===== config.mk =====
export PLATFORM = sky130hd
export DESIGN_NAME = config_text_tokenizer_core
export DESIGN_NICKNAME = d
export VERILOG_FILES = /design/src/rtl/ctt_pkg.sv /design/src/rtl/ctt_scan.sv /design/src/rtl/ctt_outq.sv /design/src/rtl/config_text_tokenizer_core.sv
export SDC_FILE = /design/constraint.sdc
export NUM_CORES = 1
export LEC_CHECK = 0
export BUFFER_PORTS_ARGS = -buffer_cell sky130_fd_sc_hd__clkbuf_2
export CAP_MARGIN = 20
export CORE_ASPECT_RATIO = 1.25
export CORE_MARGIN = 4
export CORE_UTILIZATION = 60
export DETAILED_ROUTE_END_ITERATION = 6
export PLACE_DENSITY = 0.85
export SLEW_MARGIN = 20
export SYNTH_ARGS = -nofsm -noshare
export SYNTH_HDL_FRONTEND = slang
export SYNTH_SLANG_ARGS = --single-unit

===== constraint.sdc =====
create_clock -name clk -period 5.3 [get_ports clk]
set_clock_uncertainty 0.15 [all_clocks]
set_input_delay 0.53 -clock clk [delete_from_list [all_inputs] [get_ports clk]]
set_output_delay 0.53 -clock clk [all_outputs]
set_load 0.005 [all_outputs]

===== src/rtl/ctt_pkg.sv =====
// Shared types, character codes and classification functions for the config text tokenizer.
package ctt_pkg;

    // Result queue sizing
    localparam int QDEPTH = 4;
    localparam int QPTR_W = $clog2(QDEPTH);
    localparam int QCNT_W = $clog2(QDEPTH + 1);

    // Character codes
    localparam logic [7:0] CH_NUL    = 8'h00;
    localparam logic [7:0] CH_LF     = 8'h0A;
    localparam logic [7:0] CH_SPACE  = 8'h20;
    localparam logic [7:0] CH_BANG   = 8'h21;
    localparam logic [7:0] CH_DQUOTE = 8'h22;
    localparam logic [7:0] CH_AMP    = 8'h26;
    localparam logic [7:0] CH_SQUOTE = 8'h27;
    localparam logic [7:0] CH_LPAREN = 8'h28;
    localparam logic [7:0] CH_RPAREN = 8'h29;
    localparam logic [7:0] CH_STAR   = 8'h2A;
    localparam logic [7:0] CH_PLUS   = 8'h2B;
    localparam logic [7:0] CH_COMMA  = 8'h2C;
    localparam logic [7:0] CH_SLASH  = 8'h2F;
    localparam logic [7:0] CH_COLON  = 8'h3A;
    localparam logic [7:0] CH_SEMI   = 8'h3B;
    localparam logic [7:0] CH_LT     = 8'h3C;
    localparam logic [7:0] CH_EQ     = 8'h3D;
    localparam logic [7:0] CH_GT     = 8'h3E;
    localparam logic [7:0] CH_LBRACE = 8'h7B;
    localparam logic [7:0] CH_PIPE   = 8'h7C;
    localparam logic [7:0] CH_RBRACE = 8'h7D;
    localparam logic [7:0] CH_HIGH   = 8'h80;

    // Scanner modes, one-hot
    typedef enum logic [7:0] {
        MODE_IDLE  = 8'b0000_0001,
        MODE_SLASH = 8'b0000_0010,
        MODE_WORD  = 8'b0000_0100,
        MODE_QOPEN = 8'b0000_1000,
        MODE_QUOTE = 8'b0001_0000,
        MODE_LINE  = 8'b0010_0000,
        MODE_BLOCK = 8'b0100_0000,
        MODE_BSTAR = 8'b1000_0000
    } mode_t;

    // One result item
    typedef struct packed {
        logic [7:0] token_byte;
        logic       token_last;
        logic       token_quoted;
        logic       token_empty;
    } token_t;

    // Results produced by one scanned byte
    typedef struct packed {
        logic [1:0] num;
        token_t     tok0;
        token_t     tok1;
    } push_t;

    // One-character tokens
    function automatic logic is_single(input logic [7:0] c);
        return c inside {CH_COMMA, CH_LBRACE, CH_RBRACE, CH_RPAREN, CH_LPAREN,
                         CH_SQUOTE, CH_COLON, CH_SEMI, CH_EQ, CH_BANG,
                         CH_GT, CH_LT, CH_AMP, CH_PIPE, CH_PLUS};
    endfunction

    // Word bytes: printable, not a one-character token
    function automatic logic is_word(input logic [7:0] c);
        return (c > CH_SPACE) && (c < CH_HIGH) && !is_single(c);
    endfunction

endpackage


===== src/rtl/ctt_scan.sv =====
// Mode machine that scans one byte per cycle while room is high and yields up to two tokens.
module ctt_scan (
    input  logic            clk,
    input  logic            rst_n,
    input  logic            item_valid,
    input  logic [7:0]      item_byte,
    input  logic            room,
    output ctt_pkg::push_t  push
);

    ctt_pkg::mode_t mode_reg, mode_next;
    logic [7:0]     held_byte_reg, held_byte_next;
    ctt_pkg::push_t res;
    logic           fire;

    assign fire = item_valid && room;

    // Next mode and results for the byte in the input register
    always_comb
    begin
        logic [7:0] c;
        c              = item_byte;
        mode_next      = mode_reg;
        held_byte_next = held_byte_reg;
        res            = '0;

        case (mode_reg)
            ctt_pkg::MODE_IDLE:
            begin
                if (c == ctt_pkg::CH_SLASH)
                begin
                    held_byte_next = c;
                    mode_next      = ctt_pkg::MODE_SLASH;
                end
                else if (c == ctt_pkg::CH_DQUOTE)
                begin
                    mode_next = ctt_pkg::MODE_QOPEN;
                end
                else if (ctt_pkg::is_single(c))
                begin
                    res.num  = 2'd1;
                    res.tok0 = '{token_byte: c, token_last: 1'b1,
                                 token_quoted: 1'b0, token_empty: 1'b0};
                end
                else if (ctt_pkg::is_word(c))
                begin
                    held_byte_next = c;
                    mode_next      = ctt_pkg::MODE_WORD;
                end
            end

            ctt_pkg::MODE_SLASH, ctt_pkg::MODE_WORD:
            begin
                if (mode_reg == ctt_pkg::MODE_SLASH && c == ctt_pkg::CH_SLASH)
                begin
                    mode_next = ctt_pkg::MODE_LINE;
                end
                else if (mode_reg == ctt_pkg::MODE_SLASH && c == ctt_pkg::CH_STAR)
                begin
                    mode_next = ctt_pkg::MODE_BLOCK;
                end
                else if (ctt_pkg::is_word(c))
                begin
                    // continue the word: release the held byte, hold the new one
                    res.num        = 2'd1;
                    res.tok0       = '{token_byte: held_byte_reg, token_last: 1'b0,
                                       token_quoted: 1'b0, token_empty: 1'b0};
                    held_byte_next = c;
                    mode_next      = ctt_pkg::MODE_WORD;
                end
                else if (ctt_pkg::is_single(c))
                begin
                    // close the word, then the one-character token
                    res.num   = 2'd2;
                    res.tok0  = '{token_byte: held_byte_reg, token_last: 1'b1,
                                  token_quoted: 1'b0, token_empty: 1'b0};
                    res.tok1  = '{token_byte: c, token_last: 1'b1,
                                  token_quoted: 1'b0, token_empty: 1'b0};
                    mode_next = ctt_pkg::MODE_IDLE;
                end
                else
                begin
                    res.num   = 2'd1;
                    res.tok0  = '{token_byte: held_byte_reg, token_last: 1'b1,
                                  token_quoted: 1'b0, token_empty: 1'b0};
                    mode_next = ctt_pkg::MODE_IDLE;
                end
            end

            ctt_pkg::MODE_QOPEN:
            begin
                if (c == ctt_pkg::CH_DQUOTE || c == ctt_pkg::CH_NUL)
                begin
                    // empty quoted token
                    res.num   = 2'd1;
                    res.tok0  = '{token_byte: 8'h00, token_last: 1'b1,
                                  token_quoted: 1'b1, token_empty: 1'b1};
                    mode_next = ctt_pkg::MODE_IDLE;
                end
                else
                begin
                    held_byte_next = c;
                    mode_next      = ctt_pkg::MODE_QUOTE;
                end
            end

            ctt_pkg::MODE_QUOTE:
            begin
                res.num = 2'd1;
                if (c == ctt_pkg::CH_DQUOTE || c == ctt_pkg::CH_NUL)
                begin
                    res.tok0  = '{token_byte: held_byte_reg, token_last: 1'b1,
                                  token_quoted: 1'b1, token_empty: 1'b0};
                    mode_next = ctt_pkg::MODE_IDLE;
                end
                else
                begin
                    res.tok0       = '{token_byte: held_byte_reg, token_last: 1'b0,
                                       token_quoted: 1'b1, token_empty: 1'b0};
                    held_byte_next = c;
                end
            end

            ctt_pkg::MODE_LINE:
            begin
                if (c == ctt_pkg::CH_LF || c == ctt_pkg::CH_NUL)
                begin
                    mode_next = ctt_pkg::MODE_IDLE;
                end
            end

            ctt_pkg::MODE_BLOCK:
            begin
                if (c == ctt_pkg::CH_NUL)
                begin
                    mode_next = ctt_pkg::MODE_IDLE;
                end
                else if (c == ctt_pkg::CH_STAR)
                begin
                    mode_next = ctt_pkg::MODE_BSTAR;
                end
            end

            ctt_pkg::MODE_BSTAR:
            begin
                if (c == ctt_pkg::CH_NUL || c == ctt_pkg::CH_SLASH)
                begin
                    mode_next = ctt_pkg::MODE_IDLE;
                end
                else if (c != ctt_pkg::CH_STAR)
                begin
                    mode_next = ctt_pkg::MODE_BLOCK;
                end
            end

            default:
            begin
                mode_next = ctt_pkg::MODE_IDLE;
            end
        endcase
    end

    // Drop results unless the byte is actually taken
    always_comb
    begin
        push = res;
        if (!fire)
        begin
            push.num = 2'd0;
        end
    end

    // Advance mode on each scanned byte
    always_ff @(posedge clk or negedge rst_n)
    begin
        if (!rst_n)
        begin
            mode_reg      <= ctt_pkg::MODE_IDLE;
            held_byte_reg <= 8'h00;
        end
        else if (fire)
        begin
            mode_reg      <= mode_next;
            held_byte_reg <= held_byte_next;
        end
    end

endmodule


===== src/rtl/ctt_outq.sv =====
// Small result queue that takes up to two tokens per cycle and delivers one.
module ctt_outq (
    input  logic                      clk,
    input  logic                      rst_n,
    input  ctt_pkg::push_t            push,
    input  logic                      pop,
    output logic                      room,
    output logic                      head_valid,
    output ctt_pkg::token_t           head
);

    ctt_pkg::token_t                  entry_reg [ctt_pkg::QDEPTH];
    logic [ctt_pkg::QPTR_W-1:0]       wr_ptr_reg, wr_ptr_next;
    logic [ctt_pkg::QPTR_W-1:0]       rd_ptr_reg, rd_ptr_next;
    logic [ctt_pkg::QCNT_W-1:0]       count_reg, count_next;
    logic [ctt_pkg::QPTR_W-1:0]       wr_ptr_inc;
    logic                             do_pop;

    assign head_valid = (count_reg != '0);
    assign head       = entry_reg[rd_ptr_reg];
    assign do_pop     = pop && head_valid;
    assign room       = (count_reg <= ctt_pkg::QCNT_W'(ctt_pkg::QDEPTH - 2));
    assign wr_ptr_inc = wr_ptr_reg + ctt_pkg::QPTR_W'(1);

    // Pointer and fill count update
    always_comb
    begin
        wr_ptr_next = wr_ptr_reg + ctt_pkg::QPTR_W'(push.num);
        rd_ptr_next = rd_ptr_reg + ctt_pkg::QPTR_W'(do_pop);
        count_next  = count_reg + ctt_pkg::QCNT_W'(push.num)
                    - ctt_pkg::QCNT_W'(do_pop);
    end

    always_ff @(posedge clk or negedge rst_n)
    begin
        if (!rst_n)
        begin
            wr_ptr_reg <= '0;
            rd_ptr_reg <= '0;
            count_reg  <= '0;
        end
        else
        begin
            wr_ptr_reg <= wr_ptr_next;
            rd_ptr_reg <= rd_ptr_next;
            count_reg  <= count_next;
        end
    end

    // Store pushed tokens in order
    always_ff @(posedge clk)
    begin
        if (push.num != 2'd0)
        begin
            entry_reg[wr_ptr_reg] <= push.tok0;
        end
        if (push.num == 2'd2)
        begin
            entry_reg[wr_ptr_inc] <= push.tok1;
        end
    end

endmodule


===== src/rtl/config_text_tokenizer_core.sv =====
// Top level of the config text tokenizer: input register, scanner and result queue.
//
// Takes one text byte per cycle and streams out token bytes, one per cycle while
// token_stall is low. An accepted byte is registered in the input register, scanned
// against the mode machine, and its results enter a four-entry queue whose head drives
// the outputs. A byte normally yields zero or one result, so the block sustains one byte
// per cycle; a word closed by a one-character token yields two, and the input stalls
// whenever a byte waits in the input register and the queue has fewer than two free
// entries. The last byte of a word or quoted string comes out only when the next byte
// shows where the token ends, and a zero byte closes any open token or comment.
module config_text_tokenizer_core (
    input  logic       clk,
    input  logic       rst_n,
    input  logic       text_valid,
    output logic       text_stall,
    input  logic [7:0] text_byte,
    output logic       token_valid,
    input  logic       token_stall,
    output logic [7:0] token_byte,
    output logic       token_last,
    output logic       token_quoted,
    output logic       token_empty
);

    logic            byte_valid_reg, byte_valid_next;
    logic [7:0]      byte_reg;
    logic            room;
    ctt_pkg::push_t  push;
    ctt_pkg::token_t head;

    // Hold the input byte until the scanner has room for its results
    assign text_stall      = byte_valid_reg && !room;
    assign byte_valid_next = text_valid;

    always_ff @(posedge clk or negedge rst_n)
    begin
        if (!rst_n)
        begin
            byte_valid_reg <= 1'b0;
        end
        else if (!text_stall)
        begin
            byte_valid_reg <= byte_valid_next;
        end
    end

    always_ff @(posedge clk)
    begin
        if (!text_stall && text_valid)
        begin
            byte_reg <= text_byte;
        end
    end

    ctt_scan u_scan (
        .clk        (clk),
        .rst_n      (rst_n),
        .item_valid (byte_valid_reg),
        .item_byte  (byte_reg),
        .room       (room),
        .push       (push)
    );

    ctt_outq u_outq (
        .clk        (clk),
        .rst_n      (rst_n),
        .push       (push),
        .pop        (!token_stall),
        .room       (room),
        .head_valid (token_valid),
        .head       (head)
    );

    assign token_byte   = head.token_byte;
    assign token_last   = head.token_last;
    assign token_quoted = head.token_quoted;
    assign token_empty  = head.token_empty;

endmodule


# --- Word-level counts from Yosys, hierarchy flattened ---
# Memories as Yosys holds them, arrays and structs flattened.
# Cells that the tools add are included.
totals:
  reg_bits: 32
  ram_bits: 44
  in_bits: 12
  output_inout_bits: 13
  word_cells: 121
  mem_count: 1
op_classes:
  addsub: 5
  n_lt_le_gt_ge: 3
  n_eq_ne: 40
  muxes: 41
  n_reduce_logical: 24
mem_list:
  columns: ["name", "words", "word_bits", "read_ports", "rd_clocked_by_memory_dff", "wr", "line_no", "rtl"]
  rows:
  - ["u_outq.entry_reg", 4, 11, 1, 0, 2, "ctt_outq.sv:12", "ctt_pkg::token_t entry_reg [ctt_pkg::QDEPTH];"]
ops:
  columns: ["cell", "n"]
  rows:
  - ["8-bit two-way mux", 19]
  - ["8-bit by 6-bit equality test with 1-bit output (second input constant)", 16]
  - ["8-bit case mux with 7 select lines", 1]
  - ["13-bit two-way mux", 4]
  - ["13-bit case mux with 4 select lines", 1]
  - ["24-bit two-way mux", 2]
  - ["11-bit two-way mux", 3]
  - ["8-bit by 7-bit equality test with 1-bit output (second input constant)", 4]
  - ["12-bit two-way mux", 2]
  - ["8-bit case mux with 3 select lines", 1]
  - ["8-bit by 4-bit equality test with 1-bit output (second input constant)", 2]
  - ["15-bit nonzero test", 1]
  - ["7-bit AND reduction", 2]
  - ["8-bit by 1-bit equality test with 1-bit output (second input constant)", 1]
  - ["8-bit by 2-bit equality test with 1-bit output (second input constant)", 1]
  - ["8-bit by 3-bit equality test with 1-bit output (second input constant)", 1]
  - ["8-bit by 5-bit equality test with 1-bit output (second input constant)", 1]
  - ["8-bit equality test (second input constant)", 1]
  - ["8-bit by 6-bit greater-than comparator with 1-bit output (second input constant)", 1]
  - ["1-bit logical AND", 8]
  - ["8-bit logical NOT", 1]
  - ["8-bit less-than comparator (second input constant)", 1]
  - ["8-bit by 6-bit inequality test with 1-bit output (second input constant)", 1]
  - ["3-bit two-way mux", 2]
  - ["21 further kinds", 36]

# --- Logic depth before layout (Yosys ltp) ---
depth:
  depth_word: 12
  depth_mapped: 15
  mapped_depth_nobuf: 12

# --- Modules after synthesis ---
# A second synthesis with hierarchy kept.
hier_totals:
  cells_unflattened: 333
  area_unflattened_um2: 4444.3
modules_own_cells:
  columns: ["module", "instances", "cells_per_inst", "area_per_inst_um2", "seq_area_each_um2"]
  rows:
  - ["ctt_outq", 1, 146, 2652.5, 1496.4]
  - ["ctt_scan", 1, 173, 1490.2, 401.6]
  - ["config_text_tokenizer_core", 1, 14, 301.5, 265.3]

# --- Worst setup path after synthesis ---
# No wires, ideal clock.
synth_path:
  kind: "reg-to-reg"
  from: "reg u_scan.mode_reg[5]"
  to: "reg u_outq.count_reg[2] in the netlist's numbering"
  setup_time_ns: 0.080
  arrival_time_ns: 3.304
  required_time_ns: 5.070
  path_slack_ns: 1.766
  path_stages_with_launch: 14
  path_buffers: 2
  period_less_slack_ns: 3.534
  cell_sequence: "dfrtp_1 > clkbuf_1 > or4_1 > nor4_2 > a21boi_2 > buf_4 > nand2_1 > a31o_2 > ha_1 > inv_1 > ha_1 > fa_1 > xnor2_1 > xnor2_1"
synth_between:
  elab_chain_cells: 8
  elab_cells_between_ends: 14
  cone_classes: "add/sub (2); eq/ne (5); mux (4); reduce/logical (3)"
synth_lines:
  columns: ["item", "line_no", "rtl"]
  rows:
  - ["start, declared", "ctt_scan.sv:11", "ctt_pkg::mode_t mode_reg, mode_next;"]
  - ["start signal, assigned", "ctt_scan.sv:178", "mode_reg <= ctt_pkg::MODE_IDLE;"]
  - ["start signal, assigned", "ctt_scan.sv:183", "mode_reg <= mode_next;"]
  - ["8-bit by 2-bit equality test with 1-bit output", "ctt_scan.sv:27, ctt_scan.sv:54, ctt_scan.sv:58", null]
  - ["1-bit logical AND", "ctt_scan.sv:58", "else if (mode_reg == ctt_pkg::MODE_SLASH && c == ctt_pkg::CH_STAR)"]
  - ["24-bit two-way mux", "ctt_scan.sv:58", null]
  - ["24-bit two-way mux", "ctt_scan.sv:54", "if (mode_reg == ctt_pkg::MODE_SLASH && c == ctt_pkg::CH_SLASH)"]
  - ["13-bit case mux with 4 select lines *", "ctt_scan.sv:27", "case (mode_reg)"]
  - ["2-bit two-way mux *", "ctt_scan.sv:167", "if (!fire)"]
  - ["3-bit by 2-bit adder with 3-bit output *", "ctt_outq.sv:30", "count_next = count_reg + ctt_pkg::QCNT_W'(push.num)"]
  - ["3-bit by 1-bit subtractor with 3-bit output *", "ctt_outq.sv:31", "- ctt_pkg::QCNT_W'(do_pop);"]
  - ["net u_outq.count_next, one bit", "ctt_outq.sv:15", "logic [ctt_pkg::QCNT_W-1:0] count_reg, count_next;"]
  - ["end signal, assigned", "ctt_outq.sv:46", "count_reg <= count_next;"]
  - ["end, declared", "ctt_outq.sv:15", null]
# The timed path passes the listed nets; every way through them passes the cells marked *.
# A chain may end at the register's enable or synchronous reset.

# --- Worst setup path after layout ---
layout_path:
  from: "reg byte_reg[3]"
  to: "reg u_outq.count_reg[2] in the netlist's numbering"
layout_between:
  elab_chain_cells: 11
  elab_cells_between_ends: 40
  cone_classes: "add/sub (2); order compare (2); eq/ne (18); mux (10); reduce/logical (8)"
layout_lines:
  columns: ["item", "line_no", "rtl"]
  rows:
  - ["start, declared", "config_text_tokenizer_core.sv:26", "logic [7:0] byte_reg;"]
  - ["start signal, assigned", "config_text_tokenizer_core.sv:51", "byte_reg <= text_byte;"]
  - ["parallel branches: the longest is 7 deep, another holds 8-bit by 6-bit greater-than comparator with 1-bit output", null, null]
  - ["13-bit case mux with 4 select lines *", "ctt_scan.sv:27", null]
  - ["2-bit two-way mux *", "ctt_scan.sv:167", null]
  - ["3-bit by 2-bit adder with 3-bit output *", "ctt_outq.sv:30", null]
  - ["3-bit by 1-bit subtractor with 3-bit output *", "ctt_outq.sv:31", null]
  - ["net u_outq.count_next, one bit", "ctt_outq.sv:15", null]
# Mark *: on every way through the listed nets, which the timed path passes.

==> results_dict.tcl <==
set metrics [dict create \
    status "completed" \
    cap_viol_max_count 0 \
    wl_per_cell_um 18.6 \
    ys.warnings.count 0 \
    cp-end-kind "flop" \
    fp.coreArea_um2 6650 \
    synth-edff-count 44 \
    switching_power_uw 677 \
    grt.overflow.total 0 \
    die_area_um2 8330 \
    num-nets-final 391 \
    p_sw_frac 0.336 \
    drive_gt1_frac 0.225 \
    gp_congestion 0.887 \
    synth-seq-cells 76 \
    io_pins 25 \
    p_int_uw 1340 \
    period_share 0.772 \
    ir_drop_v 0.000315 \
    hold_path_class "in -> async" \
    final.min_clock_period_ns 4.09 \
    syn_nets 375 \
    grt_max_degree 25 \
    cellPowerDensity_nw_per_um2 442 \
    antenna_found_initial 0 \
    drt_iter0_drc 314 \
    hold_viol 0 \
    crit_arrival_ns 4.22 \
    synth_cell_types 64 \
    synth-seq-area-share 0.501 \
    row_count 33 \
    rsz0062_at_grt "no" \
    placedCellCount 449 \
    syn_area_um2 4160 \
    synth_flop_cell "edfxtp_1" \
    startpoint_type "flop" \
    via_per_inst 6.45 \
    grt_use_total 0.231 \
    nFillCells 474 \
    p_leak_uw 0.00169 \
    wl_mm 8.67 \
    finish.utilization 0.685 \
    cts_buffer_depth 2 \
    clock_power_share 0.265 \
    antenna_cells 0 \
    cts-root-buf "clkbuf_8" \
    synthCells 357 \
    tns_ns 0 \
    grt_pass1_wl_mm 14.4 \
    drv_slew 0 \
    worstPathRequired_ns 5.42 \
    die_y_um 101 \
    slew_headroom 0.406 \
    dp.final_hpwl_mm 6.36 \
    cts-resized-gates 0 \
    p_comb_frac 0.304 \
    drc 0 \
    worst_slew_pin_slew_ns 0.887 \
    start_util 0.625 \
    path_class "reg -> reg" \
    area_growth_pct 9.57 \
    layout_common_cells "edfxtp_1, nand2_1, nor2_1, clkbuf_2, dfrtp_1" \
    ctsHoldBuffers 0 \
    cts_made_buffers 9 \
    clock_latency_ns 0.36 \
    setup_violations 0 \
    vias 3001 \
    die_x_um 82.5 \
    clk_pin_slew_worst_paths_ns 0.08 \
    grt_pass1_vias 2970 \
    whs_ns 0.0206 \
    instances_no_fill 465 \
    maxClockFrequency_mhz 244 \
    dr.pass1.iters 6 \
    p_seq_frac 0.431 \
    portBuffers 24 \
    cts_sinks 76 \
    ant_nets 0 \
    ctsHtreeMaxLevel 3 \
    largest_reg_flops 44 \
    synth-async-reset-ratio 0.316 \
    tritoncts "done" \
    postCtsSetupBuffers 0 \
    syn-mean-instance-area_um2 11.6 \
    path_max_fanout 19 \
    layout.cells.most_common "edfxtp_1" \
]
-- cell type report --
cell class                      count  area, µm²  area share
Tap cell                           87        109      0.0239
Inverter                           10       37.5     0.00824
Clock buffer                       10        128      0.0280
Multi-Input combinational cell    249       1940       0.427
Clock inverter                      6        113      0.0247
Timing Repair Buffer               27        143      0.0313
Sequential cell                    76       2080       0.457
-- cell families (layout without fill, tap and decap cells) --
kind of cell               Yosys count  in the layout  synth area share
xor gates and xnor gates             9              9            0.0190
and+or+nand+nor                    113            113             0.153
buffers and inverters               32             53            0.0316
muxes                               30             30             0.109
DFF                                 76             76             0.501
AOI/OAI and AO/OA                   91             91             0.167
adders and majority gates            6              6            0.0199
-- power by group through the flow --
stage	Sequential (µW)	Combinational, µW	Clock, µW
after floorplan	788	536	0
after global placement	874	583	0
after detailed placement	881	610	0
after CTS	870	611	538
after global routing	889	673	565
final	869	612	534
-- cell usage after synthesis, drive strengths merged, types with 5 or more instances --
cell	n	area [µm²]
mux4	11	248
o211ai	5	37.5
nand2	33	124
o21ai	19	95.1
dfrtp	23	576
dfxtp	8	160
clkbuf	14	53.8
xor2	5	43.8
a21oi	9	45.0
ha	5	62.6
mux2i	7	70.1
inv	10	37.5
nand2b	7	43.8
edfxtp	44	1320
and2	5	31.3
a2bb2o	8	80.1
nor2	27	101
or3	5	36.3
o2bb2ai	8	70.1
nor3	5	25.0
buf	8	40.0
o22ai	5	31.3
mux2	12	135
o32ai	5	43.8
-- through the flow --
step                      setup WS (ns)  total power (µW)  area (µm²)
after floorplan                    1.77              1320        4160
after detailed placement           1.27              1490        4320
after global routing              0.901              2130        4560
after global placement             1.50              1460        4320
final                              1.21              2020        4560
after CTS                          1.26              2020        4560
-- final timing paths --
path | end | from | slack (ns) | depth (start not counted)
worst max-delay path | u_outq.count_reg[2] | byte_reg[3] | 1.21 | 10
worst min register to register | u_outq.entry_reg[0][1] | u_outq.entry_reg[0][1] | 0.32 | 2
worst max register to register | u_outq.count_reg[2] | byte_reg[3] | 1.21 | 10
max in group asynchronous | u_scan.held_byte_reg[5] | rst_n | 4.57 | 1
min in group clk | byte_reg[6] | text_byte[6] | 0.20 | 1
worst min-delay path | u_scan.mode_reg[2] | rst_n | 0.02 | 1
-- worst max-delay path, stage by stage (launching register included) --
cell and delay [ns]:
edfxtp_1 0.70, nand2_1 0.11, or2_2 0.31, a31oi_1 0.69, nor2_1 0.38, or3_1 0.51, ha_1 0.30, inv_1 0.05
fa_1 0.44, xnor2_1 0.22, xnor2_1 0.15
-- metal layers --
metal,vias up,share of wire,track usage
met3,27,0.049,0.0438
met5,-,0,0
met1,1467,0.38,0.265
li1,1399,-,-
met4,0,0.029,0.115
met2,108,0.54,0.402
Note: power is estimated with default switching activity, not from simulation.
